<file path="config.mk">
export PLATFORM = sky130hd
export DESIGN_NAME = script_token_lexer_flat
export DESIGN_NICKNAME = d
export VERILOG_FILES = /design/src/hw/rtl/stl_pkg.sv /design/src/hw/rtl/stl_if.sv /design/src/hw/rtl/stl_ram.sv /design/src/hw/rtl/script_token_lexer.sv /design/src/flat_wrapper.sv
export SDC_FILE = /design/constraint.sdc
export NUM_CORES = 1
export LEC_CHECK = 0
export BUFFER_PORTS_ARGS = -buffer_cell sky130_fd_sc_hd__buf_2
export CORE_ASPECT_RATIO = 1.1
export CORE_UTILIZATION = 50
export CTS_BUF_LIST = sky130_fd_sc_hd__clkbuf_16
export DETAILED_ROUTE_END_ITERATION = 8
export HOLD_SLACK_MARGIN = 0.1
export PLACE_DENSITY = 0.67
export SETUP_SLACK_MARGIN = 0.3
export SLEW_MARGIN = 20
export SYNTH_ARGS = -nofsm -noshare
export SYNTH_HDL_FRONTEND = slang
export SYNTH_SLANG_ARGS = --single-unit
</file>
<file path="constraint.sdc">
create_clock -name clk -period 6.7 [get_ports clk]
set_input_delay 1.005 -clock clk [delete_from_list [all_inputs] [get_ports clk]]
set_output_delay 1.005 -clock clk [all_outputs]
set_load 0.01 [all_outputs]
</file>
<file path="src/hw/rtl/stl_pkg.sv">
// ----------------------------------------------------------------------------
// stl_pkg
// Shared types, codes and character tables for the script token lexer.
// ----------------------------------------------------------------------------
package stl_pkg;

  localparam int TOKEN_LEN_DEF = 32;

  // Token type codes
  localparam logic [4:0] TYPE_NUMBER  = 5'd0;
  localparam logic [4:0] TYPE_IDENT   = 5'd1;
  localparam logic [4:0] TYPE_STRING  = 5'd2;
  localparam logic [4:0] TYPE_HASH    = 5'd3;
  localparam logic [4:0] TYPE_COLON   = 5'd4;
  localparam logic [4:0] TYPE_SEMI    = 5'd5;
  localparam logic [4:0] TYPE_EQUALS  = 5'd6;
  localparam logic [4:0] TYPE_LBRACE  = 5'd7;
  localparam logic [4:0] TYPE_RBRACE  = 5'd8;
  localparam logic [4:0] TYPE_LPAREN  = 5'd9;
  localparam logic [4:0] TYPE_RPAREN  = 5'd10;
  localparam logic [4:0] TYPE_LBRACK  = 5'd11;
  localparam logic [4:0] TYPE_RBRACK  = 5'd12;
  localparam logic [4:0] TYPE_COMMA   = 5'd13;
  localparam logic [4:0] TYPE_DEFINE  = 5'd14;
  localparam logic [4:0] TYPE_INCLUDE = 5'd15;
  localparam logic [4:0] TYPE_SETDIR  = 5'd16;
  localparam logic [4:0] TYPE_UNDEF   = 5'd17;
  localparam logic [4:0] TYPE_ERROR   = 5'd18;

  // Error codes
  localparam logic [1:0] ERR_NONE    = 2'd0;
  localparam logic [1:0] ERR_UNKNOWN = 2'd1;
  localparam logic [1:0] ERR_TRUNC   = 2'd2;
  localparam logic [1:0] ERR_UNTERM  = 2'd3;

  // Characters with a role of their own
  localparam logic [7:0] CH_NUL   = 8'h00;
  localparam logic [7:0] CH_NL    = 8'h0A;
  localparam logic [7:0] CH_QUOTE = 8'h22;
  localparam logic [7:0] CH_STAR  = 8'h2A;
  localparam logic [7:0] CH_MINUS = 8'h2D;
  localparam logic [7:0] CH_DOT   = 8'h2E;
  localparam logic [7:0] CH_SLASH = 8'h2F;
  localparam logic [7:0] CH_UNDER = 8'h5F;
  localparam logic [7:0] CH_DEL   = 8'h7F;

  typedef enum logic [2:0] {
    M_IDLE, M_SLASH, M_LINE, M_BLOCK, M_STAR, M_NUM, M_IDENT, M_STR
  } scan_mode_t;

  typedef enum logic [2:0] {
    CLS_SPACE, CLS_NUM, CLS_LETTER, CLS_SYMBOL, CLS_QUOTE
  } char_cls_t;

  // Keywords, lower case, zero padded
  localparam int KW_COUNT = 4;
  localparam logic [7:0] KW_TEXT [KW_COUNT][8] = '{
    '{"d", "e", "f", "i", "n", "e", 8'h00, 8'h00},
    '{"i", "n", "c", "l", "u", "d", "e", 8'h00},
    '{"s", "e", "t", "d", "i", "r", 8'h00, 8'h00},
    '{"u", "n", "d", "e", "f", 8'h00, 8'h00, 8'h00}
  };
  localparam logic [5:0] KW_LEN [KW_COUNT] = '{6'd6, 6'd7, 6'd6, 6'd5};

  function automatic char_cls_t classify(input logic [7:0] c);
    char_cls_t cls;
    if ((c >= "0" && c <= "9") || c == CH_MINUS || c == CH_DOT) cls = CLS_NUM;
    else if ((c >= "A" && c <= "Z") || (c >= "a" && c <= "z") || c == CH_UNDER)
      cls = CLS_LETTER;
    else if (c == CH_QUOTE) cls = CLS_QUOTE;
    else if (c >= "!" && c <= "~") cls = CLS_SYMBOL;
    else cls = CLS_SPACE;
    return cls;
  endfunction

  function automatic logic [4:0] sym_type(input logic [7:0] c);
    logic [4:0] t;
    unique case (c)
      "#":     t = TYPE_HASH;
      ":":     t = TYPE_COLON;
      ";":     t = TYPE_SEMI;
      "=":     t = TYPE_EQUALS;
      "{":     t = TYPE_LBRACE;
      "}":     t = TYPE_RBRACE;
      "(":     t = TYPE_LPAREN;
      ")":     t = TYPE_RPAREN;
      "[":     t = TYPE_LBRACK;
      "]":     t = TYPE_RBRACK;
      ",":     t = TYPE_COMMA;
      default: t = TYPE_ERROR;
    endcase
    return t;
  endfunction

  // Advance the per-keyword prefix match by one appended byte at pos
  function automatic logic [KW_COUNT-1:0] kw_step(input logic [KW_COUNT-1:0] hits,
                                                 input logic [5:0] pos,
                                                 input logic [7:0] c);
    logic [KW_COUNT-1:0] h;
    logic [7:0] lc;
    lc = (c >= "A" && c <= "Z") ? c + 8'd32 : c;
    for (int k = 0; k < KW_COUNT; k++)
      h[k] = hits[k] && (pos < KW_LEN[k]) && (lc == KW_TEXT[k][pos[2:0]]);
    return h;
  endfunction

  function automatic logic [4:0] kw_type(input logic [KW_COUNT-1:0] hits,
                                         input logic [5:0] len,
                                         input logic too_long);
    logic [4:0] t;
    priority if (!too_long && hits[0] && len == KW_LEN[0]) t = TYPE_DEFINE;
    else if (!too_long && hits[1] && len == KW_LEN[1]) t = TYPE_INCLUDE;
    else if (!too_long && hits[2] && len == KW_LEN[2]) t = TYPE_SETDIR;
    else if (!too_long && hits[3] && len == KW_LEN[3]) t = TYPE_UNDEF;
    else t = TYPE_IDENT;
    return t;
  endfunction

endpackage

</file>
<file path="src/hw/rtl/stl_if.sv">
// ----------------------------------------------------------------------------
// stl_if
// Valid/ready channels of the script token lexer: input bytes and token items.
// ----------------------------------------------------------------------------
interface stl_in_if;
  logic       valid;
  logic       ready;
  logic [7:0] in_byte;
  logic       last_byte;

  modport source (output valid, output in_byte, output last_byte, input ready);
  modport sink   (input valid, input in_byte, input last_byte, output ready);
endinterface

interface stl_out_if;
  logic        valid;
  logic        ready;
  logic [4:0]  token_type;
  logic [7:0]  text_byte;
  logic        has_byte;
  logic [4:0]  byte_index;
  logic        last_of_token;
  logic [15:0] line_number;
  logic [1:0]  error_code;

  modport source (output valid, output token_type, output text_byte, output has_byte,
                  output byte_index, output last_of_token, output line_number,
                  output error_code, input ready);
  modport sink   (input valid, input token_type, input text_byte, input has_byte,
                  input byte_index, input last_of_token, input line_number,
                  input error_code, output ready);
endinterface

</file>
<file path="src/hw/rtl/stl_ram.sv">
// ----------------------------------------------------------------------------
// stl_ram
// Generic single-write, single-read RAM with registered read data.
// ----------------------------------------------------------------------------
module stl_ram #(
  parameter int WIDTH = 8,
  parameter int DEPTH = 32,
  localparam int AW = (DEPTH > 1) ? $clog2(DEPTH) : 1
) (
  input  logic             clk,
  input  logic             we,
  input  logic [AW-1:0]    waddr,
  input  logic [WIDTH-1:0] wdata,
  input  logic [AW-1:0]    raddr,
  output logic [WIDTH-1:0] rdata
);

  logic [WIDTH-1:0] mem [DEPTH];

  always_ff @(posedge clk) begin
    if (we) begin
      mem[waddr] <= wdata;
    end
    rdata <= mem[raddr];
  end

endmodule

</file>
<file path="src/hw/rtl/script_token_lexer.sv">
// ----------------------------------------------------------------------------
// script_token_lexer
// Byte-stream tokenizer with comment stripping, keyword and symbol detection.
// ----------------------------------------------------------------------------
// A byte that only extends a token, sits in a comment or is whitespace needs
// no state beyond the wait state. A byte that ends a number or identifier
// starts a run that, per text byte of that token, reads the token text RAM
// and then loads the output register, and then rescans the ending byte. A
// closing quote starts the same run, or a single textless item for an empty
// string, with no rescan. Each symbol or error item passes the one-item state,
// and the end of a buffer the end and clear states, beside any flush. The text
// of the pending token lives in a TOKEN_LEN-byte RAM; scan state, length, line
// count and keyword prefix matches live in registers. Stalls on the output
// side hold the sequencer; no reset pass is needed.
module script_token_lexer
  import stl_pkg::*;
#(
  parameter int TOKEN_LEN = TOKEN_LEN_DEF
) (
  input logic      clk,
  input logic      rst,
  stl_in_if.sink   char_stream,
  stl_out_if.source token_stream
);

  localparam int AW = $clog2(TOKEN_LEN);
  localparam int LW = $clog2(TOKEN_LEN + 1);

  typedef enum logic [2:0] {
    S_WAIT, S_IDLEB, S_ONE, S_RUN_RD, S_RUN_EM, S_END, S_CLEAR
  } state_t;

  state_t           state, state_next, cont, cont_next;
  scan_mode_t       mode, mode_next;
  logic [7:0]       cur_byte, cur_byte_next;
  logic             cur_last, cur_last_next;
  logic [LW-1:0]    tok_len, tok_len_next;
  logic             too_long, too_long_next;
  logic [15:0]      line_count, line_count_next;
  logic [KW_COUNT-1:0] kw_hits, kw_hits_next;
  logic [LW-1:0]    run_idx, run_idx_next;
  logic [4:0]       run_type, run_type_next;
  logic [1:0]       run_err, run_err_next;
  logic [4:0]       one_type, one_type_next;
  logic [7:0]       one_byte, one_byte_next;
  logic [1:0]       one_err, one_err_next;

  logic             o_valid, o_valid_next;
  logic [4:0]       o_type, o_type_next;
  logic [7:0]       o_byte, o_byte_next;
  logic             o_has, o_has_next;
  logic [4:0]       o_idx, o_idx_next;
  logic             o_last, o_last_next;
  logic [15:0]      o_line, o_line_next;
  logic [1:0]       o_err, o_err_next;

  logic             ram_we;
  logic [AW-1:0]    ram_waddr;
  logic [7:0]       ram_rdata;

  logic [7:0]       in_mapped, c_now;
  logic             last_now, slot_free, run_done;
  state_t           finish_state;
  char_cls_t        cls_now;
  logic             do_idle, start_tok, append, bump;
  logic [LW-1:0]    app_pos;
  logic [KW_COUNT-1:0] hits_base;

  stl_ram #(.WIDTH(8), .DEPTH(TOKEN_LEN)) u_text (
    .clk   (clk),
    .we    (ram_we),
    .waddr (ram_waddr),
    .wdata (c_now),
    .raddr (run_idx[AW-1:0]),
    .rdata (ram_rdata)
  );

  assign char_stream.ready        = (state == S_WAIT);
  assign token_stream.valid       = o_valid;
  assign token_stream.token_type  = o_type;
  assign token_stream.text_byte   = o_byte;
  assign token_stream.has_byte    = o_has;
  assign token_stream.byte_index  = o_idx;
  assign token_stream.last_of_token = o_last;
  assign token_stream.line_number = o_line;
  assign token_stream.error_code  = o_err;

  // DEL reads as NUL
  assign in_mapped    = (char_stream.in_byte == CH_DEL) ? CH_NUL : char_stream.in_byte;
  assign c_now        = (state == S_WAIT) ? in_mapped : cur_byte;
  assign last_now     = (state == S_WAIT) ? char_stream.last_byte : cur_last;
  assign cls_now      = classify(c_now);
  assign finish_state = last_now ? S_END : S_WAIT;
  assign slot_free    = !o_valid || token_stream.ready;
  assign run_done     = (tok_len == '0) || ((run_idx + LW'(1)) == tok_len);

  always_comb begin
    state_next      = state;
    cont_next       = cont;
    mode_next       = mode;
    cur_byte_next   = cur_byte;
    cur_last_next   = cur_last;
    tok_len_next    = tok_len;
    too_long_next   = too_long;
    line_count_next = line_count;
    kw_hits_next    = kw_hits;
    run_idx_next    = run_idx;
    run_type_next   = run_type;
    run_err_next    = run_err;
    one_type_next   = one_type;
    one_byte_next   = one_byte;
    one_err_next    = one_err;
    o_valid_next    = o_valid && !token_stream.ready;
    o_type_next     = o_type;
    o_byte_next     = o_byte;
    o_has_next      = o_has;
    o_idx_next      = o_idx;
    o_last_next     = o_last;
    o_line_next     = o_line;
    o_err_next      = o_err;
    ram_we          = 1'b0;
    ram_waddr       = '0;
    app_pos         = '0;
    hits_base       = '0;
    do_idle         = 1'b0;
    start_tok       = 1'b0;
    append          = 1'b0;
    bump            = 1'b0;

    unique case (state)
      S_WAIT: begin
        if (char_stream.valid) begin
          cur_byte_next = in_mapped;
          cur_last_next = char_stream.last_byte;
          state_next    = finish_state;
          unique case (mode)
            M_SLASH: begin
              if (c_now == CH_SLASH) mode_next = M_LINE;
              else if (c_now == CH_STAR) mode_next = M_BLOCK;
              else begin
                // lone slash: flag it, then treat this byte as fresh
                one_type_next = TYPE_ERROR;
                one_byte_next = CH_SLASH;
                one_err_next  = ERR_UNKNOWN;
                cont_next     = S_IDLEB;
                state_next    = S_ONE;
              end
            end
            M_LINE: begin
              if (c_now == CH_NL) begin
                bump      = 1'b1;
                mode_next = M_IDLE;
              end
            end
            M_BLOCK, M_STAR: begin
              if (mode == M_STAR && c_now == CH_SLASH) mode_next = M_IDLE;
              else if (c_now == CH_STAR) mode_next = M_STAR;
              else begin
                mode_next = M_BLOCK;
                bump      = (c_now == CH_NL);
              end
            end
            M_NUM, M_IDENT: begin
              if (cls_now == CLS_NUM || (mode == M_IDENT && cls_now == CLS_LETTER)) begin
                append = 1'b1;
              end else begin
                run_idx_next  = '0;
                run_type_next = (mode == M_NUM) ? TYPE_NUMBER
                                                : kw_type(kw_hits, 6'(tok_len), too_long);
                run_err_next  = too_long ? ERR_TRUNC : ERR_NONE;
                cont_next     = S_IDLEB;
                state_next    = S_RUN_RD;
              end
            end
            M_STR: begin
              if (c_now == CH_QUOTE) begin
                run_idx_next  = '0;
                run_type_next = TYPE_STRING;
                run_err_next  = too_long ? ERR_TRUNC : ERR_NONE;
                cont_next     = finish_state;
                mode_next     = M_IDLE;
                state_next    = S_RUN_RD;
              end else begin
                append = 1'b1;
              end
            end
            default: do_idle = 1'b1;
          endcase
        end
      end
      S_IDLEB: begin
        do_idle    = 1'b1;
        state_next = finish_state;
      end
      S_ONE: begin
        if (slot_free) begin
          o_valid_next = 1'b1;
          o_type_next  = one_type;
          o_byte_next  = one_byte;
          o_has_next   = 1'b1;
          o_idx_next   = '0;
          o_last_next  = 1'b1;
          o_line_next  = line_count;
          o_err_next   = one_err;
          state_next   = cont;
        end
      end
      S_RUN_RD: state_next = S_RUN_EM;
      S_RUN_EM: begin
        if (slot_free) begin
          o_valid_next = 1'b1;
          o_type_next  = run_type;
          o_byte_next  = (tok_len == '0) ? CH_NUL : ram_rdata;
          o_has_next   = (tok_len != '0);
          o_idx_next   = 5'(run_idx);
          o_last_next  = run_done;
          o_line_next  = line_count;
          o_err_next   = run_err;
          if (run_done) begin
            state_next = cont;
          end else begin
            run_idx_next = run_idx + LW'(1);
            state_next   = S_RUN_RD;
          end
        end
      end
      S_END: begin
        // end of buffer: flush what is pending, then clear
        cont_next     = S_CLEAR;
        run_idx_next  = '0;
        run_err_next  = too_long ? ERR_TRUNC : ERR_NONE;
        one_type_next = TYPE_ERROR;
        one_byte_next = CH_SLASH;
        one_err_next  = ERR_UNKNOWN;
        unique case (mode)
          M_NUM: begin
            run_type_next = TYPE_NUMBER;
            state_next    = S_RUN_RD;
          end
          M_IDENT: begin
            run_type_next = kw_type(kw_hits, 6'(tok_len), too_long);
            state_next    = S_RUN_RD;
          end
          M_STR: begin
            run_type_next = TYPE_STRING;
            run_err_next  = ERR_UNTERM;
            state_next    = S_RUN_RD;
          end
          M_SLASH: state_next = S_ONE;
          default: state_next = S_CLEAR;
        endcase
      end
      S_CLEAR: begin
        mode_next       = M_IDLE;
        tok_len_next    = '0;
        too_long_next   = 1'b0;
        line_count_next = 16'd1;
        state_next      = S_WAIT;
      end
      default: state_next = S_WAIT;
    endcase

    if (do_idle) begin
      mode_next = M_IDLE;
      if (c_now == CH_SLASH) begin
        mode_next = M_SLASH;
      end else begin
        unique case (cls_now)
          CLS_NUM: begin
            start_tok = 1'b1;
            append    = 1'b1;
            mode_next = M_NUM;
          end
          CLS_LETTER: begin
            start_tok = 1'b1;
            append    = 1'b1;
            mode_next = M_IDENT;
          end
          CLS_QUOTE: begin
            tok_len_next  = '0;
            too_long_next = 1'b0;
            mode_next     = M_STR;
          end
          CLS_SYMBOL: begin
            one_type_next = sym_type(c_now);
            one_byte_next = c_now;
            one_err_next  = (sym_type(c_now) == TYPE_ERROR) ? ERR_UNKNOWN : ERR_NONE;
            cont_next     = finish_state;
            state_next    = S_ONE;
          end
          default: bump = (c_now == CH_NL);
        endcase
      end
    end

    if (append) begin
      app_pos   = start_tok ? '0 : tok_len;
      hits_base = start_tok ? '1 : kw_hits;
      ram_waddr = app_pos[AW-1:0];
      if (app_pos < LW'(TOKEN_LEN)) begin
        ram_we        = 1'b1;
        tok_len_next  = app_pos + LW'(1);
        kw_hits_next  = kw_step(hits_base, 6'(app_pos), c_now);
        too_long_next = start_tok ? 1'b0 : too_long;
      end else begin
        // drop the byte, remember the overflow
        too_long_next = 1'b1;
      end
    end

    if (bump && line_count != 16'hFFFF) begin
      line_count_next = line_count + 16'd1;
    end
  end

  always_ff @(posedge clk) begin
    if (rst) begin
      state      <= S_WAIT;
      mode       <= M_IDLE;
      tok_len    <= '0;
      too_long   <= 1'b0;
      line_count <= 16'd1;
      o_valid    <= 1'b0;
    end else begin
      state      <= state_next;
      mode       <= mode_next;
      tok_len    <= tok_len_next;
      too_long   <= too_long_next;
      line_count <= line_count_next;
      o_valid    <= o_valid_next;
    end
    cont     <= cont_next;
    cur_byte <= cur_byte_next;
    cur_last <= cur_last_next;
    kw_hits  <= kw_hits_next;
    run_idx  <= run_idx_next;
    run_type <= run_type_next;
    run_err  <= run_err_next;
    one_type <= one_type_next;
    one_byte <= one_byte_next;
    one_err  <= one_err_next;
    o_type   <= o_type_next;
    o_byte   <= o_byte_next;
    o_has    <= o_has_next;
    o_idx    <= o_idx_next;
    o_last   <= o_last_next;
    o_line   <= o_line_next;
    o_err    <= o_err_next;
  end

endmodule

</file>
<file path="src/flat_wrapper.sv">
// flat-port wrapper written by rule: the top's interface ports become plain ports
module script_token_lexer_flat import stl_pkg::*;
#(
  parameter int TOKEN_LEN = TOKEN_LEN_DEF
)
  (clk, rst, char_stream_valid, char_stream_in_byte, char_stream_last_byte, char_stream_ready, token_stream_valid, token_stream_token_type, token_stream_text_byte, token_stream_has_byte, token_stream_byte_index, token_stream_last_of_token, token_stream_line_number, token_stream_error_code, token_stream_ready);
  stl_in_if char_stream_i ();
  stl_out_if token_stream_i ();
  input logic clk;
  input logic rst;
  input wire logic [$bits(char_stream_i.valid)-1:0] char_stream_valid;
  input wire logic [$bits(char_stream_i.in_byte)-1:0] char_stream_in_byte;
  input wire logic [$bits(char_stream_i.last_byte)-1:0] char_stream_last_byte;
  output wire logic [$bits(char_stream_i.ready)-1:0] char_stream_ready;
  output wire logic [$bits(token_stream_i.valid)-1:0] token_stream_valid;
  output wire logic [$bits(token_stream_i.token_type)-1:0] token_stream_token_type;
  output wire logic [$bits(token_stream_i.text_byte)-1:0] token_stream_text_byte;
  output wire logic [$bits(token_stream_i.has_byte)-1:0] token_stream_has_byte;
  output wire logic [$bits(token_stream_i.byte_index)-1:0] token_stream_byte_index;
  output wire logic [$bits(token_stream_i.last_of_token)-1:0] token_stream_last_of_token;
  output wire logic [$bits(token_stream_i.line_number)-1:0] token_stream_line_number;
  output wire logic [$bits(token_stream_i.error_code)-1:0] token_stream_error_code;
  input wire logic [$bits(token_stream_i.ready)-1:0] token_stream_ready;
  assign char_stream_i.valid = char_stream_valid;
  assign char_stream_i.in_byte = char_stream_in_byte;
  assign char_stream_i.last_byte = char_stream_last_byte;
  assign char_stream_ready = char_stream_i.ready;
  assign token_stream_valid = token_stream_i.valid;
  assign token_stream_token_type = token_stream_i.token_type;
  assign token_stream_text_byte = token_stream_i.text_byte;
  assign token_stream_has_byte = token_stream_i.has_byte;
  assign token_stream_byte_index = token_stream_i.byte_index;
  assign token_stream_last_of_token = token_stream_i.last_of_token;
  assign token_stream_line_number = token_stream_i.line_number;
  assign token_stream_error_code = token_stream_i.error_code;
  assign token_stream_i.ready = token_stream_ready;
  script_token_lexer #(.TOKEN_LEN(TOKEN_LEN)) u_core (.clk(clk), .rst(rst), .char_stream(char_stream_i), .token_stream(token_stream_i));
endmodule
</file>
==> summary.txt, run 1 <==
status -> complete, no violations
gr busiest metal -> met2
CP endpoint kind -> flip-flop
most frequent cells in the layout -> 319 x edfxtp_1, 119 x nand2_1, 91 x nor2_1
Slew HR -> 29.30%
CTS Hold Buffers Added -> 0
Yosys warning count -> 0
synthesized area -> 0.01682 mm2
Final Hold Vio Count -> 0
setup repair after global routing missed its margin -> no
later-pin clock latency in the skew report -> 0.54 ns
# diodes -> 0
syn_area_per_cell -> 14.14 um2
critical path data arrival time -> 5.82 ns
1st-iter DRT viols -> 884
top cells by area, synth -> edfxtp_1 57%, mux4_2 11%, dfxtp_1 6.7%
endpoints failing setup -> 0
WS Path Type -> in2reg
Overflow after GRT -> 0
CTS Root Cell -> clkbuf_16
Area Growth Syn to Fin -> 11.02%
Row Count -> 70
initial antenna violation count -> 0
grt met2 use -> 37.11%
worst-path fanout max -> 35
share of cells above drive strength 1 -> 19.67%
first-pass GRT wire length -> 59440 um
port buffer count -> 52
Clock Pin Slew Worst Setup and Hold Paths -> 0.06 ns
DR WL/cell -> 22.41 um
CTS sink cnt -> 375
required time of the critical path -> 7.07 ns
share of the synthesized area in the top cell type -> 56.96%
non-filler instance count after layout -> 1693
largest net degree at the start of global routing -> 48
Antenna Nets Post-Route -> 0
cell area power density -> 443.9 mW/mm2
DIE HEIGHT -> 194.3 um
fin nets -> 1259
met1 global-route usage -> 31.83%
Post-Route WL -> 37950 um
dpl cells -> 1626
Pre-Repair DR Iteration Count -> 5
Synth cell types -> 90
share of flip-flops with an asynchronous set or reset -> 0%
most common cell after layout, fill and taps aside -> edfxtp_1
synthesized instance count -> 1189
part of the cycle the worst path needs -> 81.39%
Layout Skew -> 0.03079 ns
DIE AREA -> 0.03437 mm2
Via density -> 6.086
initial core utilization -> 50.66%
sequential area share after synthesis -> 63.63%
Core ar. -> 0.03319 mm2
vias in the first global route -> 10220
Yosys reg bits -> 375
max-cap violation count -> 0
number of synthesized flops with an enable pin -> 319
# resized after CTS -> 0
fmax -> 0.1834 GHz
Final Max Slew Viols -> 0
DR DRC count -> 0
TritonCTS buffer count -> 38
Peak VDD IR -> 271.9 uV
TNS Setup -> 0 ns
vias post-DR -> 10300
syn_nets -> 1214
Tmin final -> 5.453 ns
LEAKAGE -> 6.251 nW
met3 usage -> 3.071%
startpoint types -> input pin
Synth Flop Type -> edfxtp_1
Fillers -> 2621
clk buf depth -> 3
actual slew at the worst max-slew pin -> 1.061 ns
DP HPWL -> 25060 um
H-tree Lvls -> 2
Die W -> 176.9 um
largest area contributor in the netlist -> edfxtp_1
# Post-CTS Setup Buffers -> 0
CTS tree -> done
Hold/Removal Path Class -> reg2reg
routability cong. -> 0.9451
Boundary Pins -> 53
Total Routing Usage GR -> 22.71%
## power by group
part	leakage (nW)	internal, mW	switching (mW)	total, mW
logic	2.28	0.920	1.95	2.87
clock network	0.613	1.18	0.857	2.03
registers	3.36	3.22	0.172	3.39
## per-layer routing
metal,share of wire [%],wire length [um],vias to the layer above
li1,-,-,4734
met1,43,16190,5163
met2,50,18810,332
met3,5.2,1985,74
met4,2.5,963,0
met5,0,0,-
## state kept, by name, summed over array words and instances, names as in the netlist, 6 cells and up
name,flops
u_core.line_count,16
u_core.run_idx,6
u_core.u_text.rdata,8
u_core.tok_len,6
u_core.token_stream.text_byte,8
u_core.cur_byte,8
u_core.one_byte,8
u_core.u_text.mem,256
u_core.token_stream.line_number,16
## cells by family after synthesis
family | Yosys count | share of synthesized area, %
compound gates | 204 | 8.653
xor+xnor | 19 | 0.9896
fa+ha+maj | 12 | 0.8928
buf+inv | 89 | 2.277
flops | 375 | 63.63
mux | 96 | 11.73
simple gates | 394 | 11.83
## final timing paths
kind | startpoint | to | slack [ns] | cells after the start
max | char_stream_in_byte[7] | u_core.kw_hits[3] | 1.25 | 17
min | u_core.one_type[3] | u_core.one_type[3] | 0.46 | 2
max reg2reg | u_core.state[2] | u_core.kw_hits[2] | 1.25 | 16
min reg2reg | u_core.one_type[3] | u_core.one_type[3] | 0.46 | 2
## cell type report
| cell class | count | area, um2 | share of cell area [%] |
|---|---|---|---|
| Sequential cell | 375 | 10700 | 57.32 |
| Clock buffer | 39 | 975.9 | 5.228 |
| Multi-Input combinational cell | 725 | 5741 | 30.75 |
| Tap cell | 432 | 540.5 | 2.895 |
| Inverter | 23 | 87.58 | 0.4691 |
| Timing Repair Buffer | 71 | 402.9 | 2.158 |
| Clock inverter | 28 | 221.5 | 1.186 |
## critical path, stage by stage
cell	delay (ns)
buf_2	0.14
nand4b_2	0.27
o21ai_0	0.49
o21a_1	0.27
inv_1	0.46
ha_1	0.40
and2_0	0.19
o22ai_4	0.31
nand4_4	0.22
nand2_1	0.40
nand2_1	0.25
ha_1	0.43
a21o_1	0.18
a211o_1	0.32
a211oi_1	0.19
a21oi_1	0.07
a211oi_1	0.22
## cell usage after synthesis, types with 10 or more instances
cell	number
dfxtp_1	56
nor2_1	92
xnor2_1	10
edfxtp_1	319
ha_1	12
a21oi_1	38
nand4_1	14
and3_1	11
mux4_2	80
nand2_1	119
nor3_1	22
nand3_1	36
clkbuf_1	45
a31oi_1	13
and2_1	20
inv_1	17
nand3b_1	16
or3_1	10
o21ai_0	48
## metrics by stage
stage                     hold slack (ns)  instance area [um2]  utilization, %  power (mW)  worst slack (ns)
after floorplan                    0.4064                16820               -       5.366             1.106
after global placement             0.4346                17470           52.62       6.267            0.8437
after detailed placement           0.4441                17470           52.62       6.292            0.6636
after CTS                          0.4579                18660           56.23       8.336             1.194
after global routing               0.4856                18670           56.24       8.692            0.7921
final                              0.4623                18670           56.24       8.286             1.247
Note: power is estimated with default switching activity, not from simulation.
==> inputs of run 2 (changes only) <==
--- a/config.mk
+++ b/config.mk
@@ -11,7 +11,7 @@
 export CTS_BUF_LIST = sky130_fd_sc_hd__clkbuf_16
 export DETAILED_ROUTE_END_ITERATION = 8
 export HOLD_SLACK_MARGIN = 0.1
-export PLACE_DENSITY = 0.67
+export PLACE_DENSITY = 0.7
 export SETUP_SLACK_MARGIN = 0.3
 export SLEW_MARGIN = 20
 export SYNTH_ARGS = -nofsm -noshare
==> constraint.sdc (replaced) <==
create_clock -name clk -period 4.5 [get_ports clk]
set_input_delay 0.675 -clock clk [delete_from_list [all_inputs] [get_ports clk]]
set_output_delay 0.675 -clock clk [all_outputs]
set_load 0.01 [all_outputs]
==> run 2 against run 1 <==
Global-route usage increased by 1.0 points. Cell count grew 3.8%. Routed wire length up 6.0%. Critical path depth unchanged. Die area stayed put. Worst setup slack got worse by 0.82 ns. Highest routed layer unchanged.
==> summary.txt, run 2 (synthesized netlist as in run 1, its figures left out) <==
status -> complete, no violations
required time of the critical path -> 4.86 ns
H-tree Lvls -> 2
setup repair after global routing missed its margin -> yes
Hold/Removal Path Class -> in2reg
Final Hold Vio Count -> 0
Critical R2R Launch -> u_core.state[2]
later-pin clock latency in the skew report -> 0.54 ns
Antenna Nets Post-Route -> 0
DR DRC count -> 0
critical path data arrival time -> 4.44 ns
Min-Delay Startpoint -> char_stream_last_byte
Via density -> 6.121
Crit path top cell by count -> nand2_4
Hold EP -> u_core.cur_last
LEAKAGE -> 6.643 nW
part of the cycle the worst path needs -> 90.57%
first-pass GRT wire length -> 61730 um
DP Area -> 0.01795 mm2
CTS sink cnt -> 375
most common cell after layout, fill and taps aside -> edfxtp_1
DIE AREA -> 0.03437 mm2
Pre-Repair DR Iteration Count -> 6
cell area power density -> 666.5 mW/mm2
worst-path fanout max -> 19
vias post-DR -> 10760
endpoints failing setup -> 0
largest net degree at the start of global routing -> 41
max-cap violation count -> 0
Peak VDD IR -> 366.7 uV
actual slew at the worst max-slew pin -> 1.019 ns
final std cell area, no fill -> 0.01932 mm2
Final Max Slew Viols -> 0
fmax -> 0.2453 GHz
Core ar. -> 0.03319 mm2
startpoint types -> flip-flop
Sequential Area -> 0.01070 mm2
Hold Path Cell Cnt -> 1
vias in the first global route -> 10540
CP endpoint kind -> flip-flop
capture point of the worst reg-to-reg path -> u_core.kw_hits[3]
DIE HEIGHT -> 194.3 um
cell family with most CP delay -> compound AO/OA/AOI/OAI gates
CTS tree -> done
most frequent cells in the layout -> 319 x edfxtp_1, 115 x nand2_1, 86 x nor2_1
clk buf depth -> 3
Boundary Pins -> 53
Top reg by flops -> u_core.u_text.mem
1st-iter DRT viols -> 1175
slowest cell delay on critical path -> 0.40 ns
share of cells above drive strength 1 -> 24.68%
fin nets -> 1319
Tmin final -> 4.076 ns
Fillers -> 2531
reg2reg setup slack -> 0.42 ns
WS Path Type -> reg2reg
TritonCTS buffer count -> 39
DP HPWL -> 26490 um
Slew HR -> 32.05%
# diodes -> 0
Clock Pin Slew Worst Setup and Hold Paths -> 0.06 ns
initial core utilization -> 50.66%
routability cong. -> 0.9418
Finished Core Util -> 58.19%
CP max-delay cell -> dfxtp_1
TNS Setup -> 0 ns
hold_ws -> 0.3821 ns
initial antenna violation count -> 0
multi-input combinational cell area -> 0.005838 mm2
Total Power -> 12.88 mW
worst reg2reg path depth -> 17
Total Routing Usage GR -> 23.74%
DR WL/cell -> 22.88 um
max reg flops -> 256
Area Growth Syn to Fin -> 14.87%
CTS Root Cell -> clkbuf_16
Post-Route WL -> 40210 um
CP Buf/Inv Count -> 3
port buffer count -> 52
Overflow after GRT -> 0
Die W -> 176.9 um
Row Count -> 70
Layout Skew -> 0.02776 ns
crit path cell chain -> or3_4 > clkinv_2 > buf_6 > and3_1 > a32oi_1 > o22ai_1 > a21oi_4 > nand4_4 > nand2_4 > buf_4 > nand2_4 > ha_4 > a21o_1 > a211o_1 > a211oi_2 > a21oi_1 > a211oi_1
## run 2: cell types whose count changed in the layout (fill, tap and decap cells not counted), sizes merged
cell      delta
buf         +58
clkinvlp     +2
clkbuf       +2
clkinv       -2
or3          +1
bufinv       +1
inv          +2
## run 2: per-layer routing
metal	part of all wire (%)	global-route usage, %
met5	0	0
met4	3.0	8.014
met3	6.5	3.697
met2	50	38.91
met1	41	32.33
## run 2: power breakdown
part           internal (mW)  total (mW)  switching [mW]
registers               4.78        5.00           0.221
logic                   1.57        4.67            3.09
clock network           1.89        3.21            1.32
total                   8.24        12.9            4.63
## run 2: metrics by stage
step | std cells | setup WS [ns]
floorplan | 1189 | 0.2584
global placement | 1683 | 0.2121
detailed placement | 1683 | 0.1051
CTS | 1755 | 0.3147
global route | 1757 | 0.2285
finish | 1757 | 0.4242
## run 2: how the worst max path moves through the flow
| stage | end | cells after the start | from | slack (ns) |
|---|---|---|---|---|
| 4_1_cts | u_core.u_text.mem[24][3] | 12 | u_core.state[0] | 0.31 |
| 3_3_place_gp | u_core.u_text.mem[24][3] | 14 | char_stream_in_byte[7] | 0.21 |
| 3_5_place_dp | u_core.u_text.mem[24][3] | 14 | char_stream_in_byte[7] | 0.11 |
| 2_1_floorplan | u_core.u_text.mem[30][0] | 16 | char_stream_in_byte[0] | 0.26 |
| 5_1_grt | u_core.kw_hits[3] | 17 | u_core.state[2] | 0.23 |
| 6_report | u_core.kw_hits[3] | 17 | u_core.state[2] | 0.42 |
## run 2: cell type report
class / count / area share, %
timing repair buffer: 129 / 4.443
tap: 432 / 2.798
clock buffer: 41 / 5.311
clock inverter: 31 / 1.380
multi-input combinational: 726 / 30.22
inverter: 23 / 0.4534
sequential: 375 / 55.39
## run 2: timing repair
action,CTS,global route
hold buffers,0,0
setup endpoints to repair,0,70
buffers inserted,0,1
gates resized for setup,0,11
==> inputs of run 3 (changes only) <==
--- a/config.mk
+++ b/config.mk
@@ -7,11 +7,11 @@
 export LEC_CHECK = 0
 export BUFFER_PORTS_ARGS = -buffer_cell sky130_fd_sc_hd__buf_2
 export CORE_ASPECT_RATIO = 1.1
-export CORE_UTILIZATION = 50
+export CORE_UTILIZATION = 56
 export CTS_BUF_LIST = sky130_fd_sc_hd__clkbuf_16
 export DETAILED_ROUTE_END_ITERATION = 8
 export HOLD_SLACK_MARGIN = 0.1
-export PLACE_DENSITY = 0.7
+export PLACE_DENSITY = 0.77
 export SETUP_SLACK_MARGIN = 0.3
 export SLEW_MARGIN = 20
 export SYNTH_ARGS = -nofsm -noshare
==> run 3 against run 2 <==
Clock-buffer cell count is the same. Combinational power is essentially flat. Sequential power is essentially flat. Largest power group unchanged. Highest routed layer unchanged.
==> summary.txt, run 3 (synthesized netlist as in run 1, its figures left out) <==
reg2reg setup slack -> 0.45 ns
Layout Skew -> 0.01611 ns
DP HPWL -> 26460 um
Antenna Nets Post-Route -> 0
1st-iter DRT viols -> 1254
DR WL/cell -> 24.14 um
cell family with most CP delay -> simple AND/OR/NAND/NOR gates
TritonCTS buffer count -> 38
most frequent cells in the layout -> 319 x edfxtp_1, 116 x nand2_1, 89 x nor2_1
startpoint types -> flip-flop
Post-Route WL -> 40870 um
port buffer count -> 52
DR DRC count -> 0
Final Max Slew Viols -> 0
later-pin clock latency in the skew report -> 0.52 ns
Final Hold Vio Count -> 0
# Post-CTS Setup Buffers -> 0
fmax -> 0.2471 GHz
Overflow after GRT -> 0
CP max-delay cell -> nor2_1
initial core utilization -> 56.88%
status -> complete, no violations
CTS sink cnt -> 375
CP startpoint -> u_core.state[2]
fin nets -> 1316
most common cell after layout, fill and taps aside -> edfxtp_1
Via density -> 6.367
part of the cycle the worst path needs -> 89.93%
DIE AREA -> 0.03073 mm2
required time of the critical path -> 4.63 ns
Core ar. -> 0.02956 mm2
share of cells above drive strength 1 -> 23.81%
Critical R2R Launch -> u_core.state[2]
Total Routing Usage GR -> 27.04%
gr busiest metal -> met2
cell area power density -> 666.3 mW/mm2
clk buf depth -> 3
Boundary Pins -> 53
grt met2 use -> 48.38%
CP Buf/Inv Count -> 2
routability cong. -> 0.9447
LEAKAGE -> 6.600 nW
worst setup path endpoint -> u_core.u_text.mem[2][4]
met1 global-route usage -> 34.11%
CP endpoint kind -> flip-flop
first-pass GRT wire length -> 62330 um
critical path data arrival time -> 4.18 ns
CTS Hold Buffers Added -> 0
worst reg2reg path depth -> 12
Clock Pin Slew Worst Setup and Hold Paths -> 0.06 ns
WS Path Type -> reg2reg
Row Count -> 66
crit path cell chain -> or3_4 > inv_6 > buf_4 > nor2_1 > a31oi_1 > a21oi_1 > o22ai_4 > nand4_1 > a21oi_2 > or3_4 > a21oi_1 > nor2_1
setup repair after global routing missed its margin -> no
vias in the first global route -> 10850
Area Growth Syn to Fin -> 13.77%
largest net degree at the start of global routing -> 47
Tmin final -> 4.047 ns
CTS tree -> done
Hold/Removal Path Class -> in2reg
met3 usage -> 4.047%
Top reg by flops -> u_core.u_text.mem
Peak VDD IR -> 518.5 uV
max-cap violation count -> 0
capture point of the worst reg-to-reg path -> u_core.u_text.mem[2][4]
vias post-DR -> 10780
Pre-Repair DR Iteration Count -> 5
TNS Setup -> 0 ns
actual slew at the worst max-slew pin -> 0.9916 ns
CP Depth -> 12
endpoints failing setup -> 0
# diodes -> 0
max reg flops -> 256
H-tree Lvls -> 2
Finished Core Util -> 64.72%
worst-path fanout max -> 16
Die W -> 167.2 um
initial antenna violation count -> 0
slowest cell delay on critical path -> 0.78 ns
DIE HEIGHT -> 183.7 um
Slew HR -> 33.65%
CTS Root Cell -> clkbuf_16
==> run 3: cell count changes in the layout (fill, tap and decap cells not counted), moves of 2 or more <==
cell,change
buf_6,-2
clkinv_2,-4
clkinv_4,+2
clkinvlp_4,-4
inv_1,+2
inv_6,+2
nor2_1,+3
nor2_2,-3
==> run 3: per-stage QoR <==
stage	hold WS (ns)	power (mW)	area, um2	cells	setup slack, ns
floorplan	0.4064	8.073	16920	1189	0.2584
global placement	0.4359	9.512	17870	1624	0.2937
detailed placement	0.4491	9.591	17870	1624	0.1085
CTS	0.3737	12.70	19100	1692	0.2745
global route	0.3766	13.27	19130	1693	0.3145
finish	0.3826	12.75	19130	1693	0.4531
==> run 3: metal layers <==
| metal | wire, um | vias to the layer above |
|---|---|---|
| met5 | 0 | - |
| met4 | 1104 | 0 |
| met3 | 2607 | 80 |
| met2 | 21160 | 461 |
| met1 | 16010 | 5404 |
| li1 | - | 4835 |
==> run 3: power by group <==
part,internal [mW],switching [mW]
Clock,1.82,1.28
Combinational,1.54,3.09
Sequential,4.78,0.232
Total,8.14,4.61
==> run 3: how the worst min path moves through the flow <==
stage	end	slack, ns	depth (start not counted)	startpoint
6_report	u_core.cur_last	0.38	1	char_stream_last_byte
5_1_grt	u_core.cur_last	0.38	1	char_stream_last_byte
4_1_cts	u_core.cur_last	0.37	1	char_stream_last_byte
3_5_place_dp	u_core.one_byte[7]	0.45	1	u_core.one_byte[7]
3_3_place_gp	u_core.one_type[0]	0.44	1	u_core.one_type[0]
2_1_floorplan	u_core.token_stream.line_number[11]	0.41	0	u_core.line_count[11]
==> run 3: what timing repair did <==
item | 4_1_cts | 5_1_grt
pin swaps | 0 | 1
gates cloned | 0 | 1
hold endpoints to repair | 0 | 0
setup endpoints to repair | 26 | 134
resized for setup | 1 | 5
==> run 3: final cells by class <==
cell class | instances | area (um2)
Clock inverter | 27 | 203.9
Inverter | 23 | 92.59
Tap cell | 374 | 467.9
Multi-Input combinational cell | 726 | 5818
Timing Repair Buffer | 127 | 823.3
Sequential cell | 375 | 10700
Clock buffer | 41 | 1026
Fill cell | 2118 | 10430
==> run 3: worst reg2reg max path: stages (launching register included) <==
cell	delay, ns
dfxtp_1	0.33
or3_4	0.51
inv_6	0.17
buf_4	0.24
nor2_1	0.07
a31oi_1	0.29
a21oi_1	0.20
o22ai_4	0.31
nand4_1	0.24
a21oi_2	0.25
or3_4	0.19
a21oi_1	0.08
nor2_1	0.78
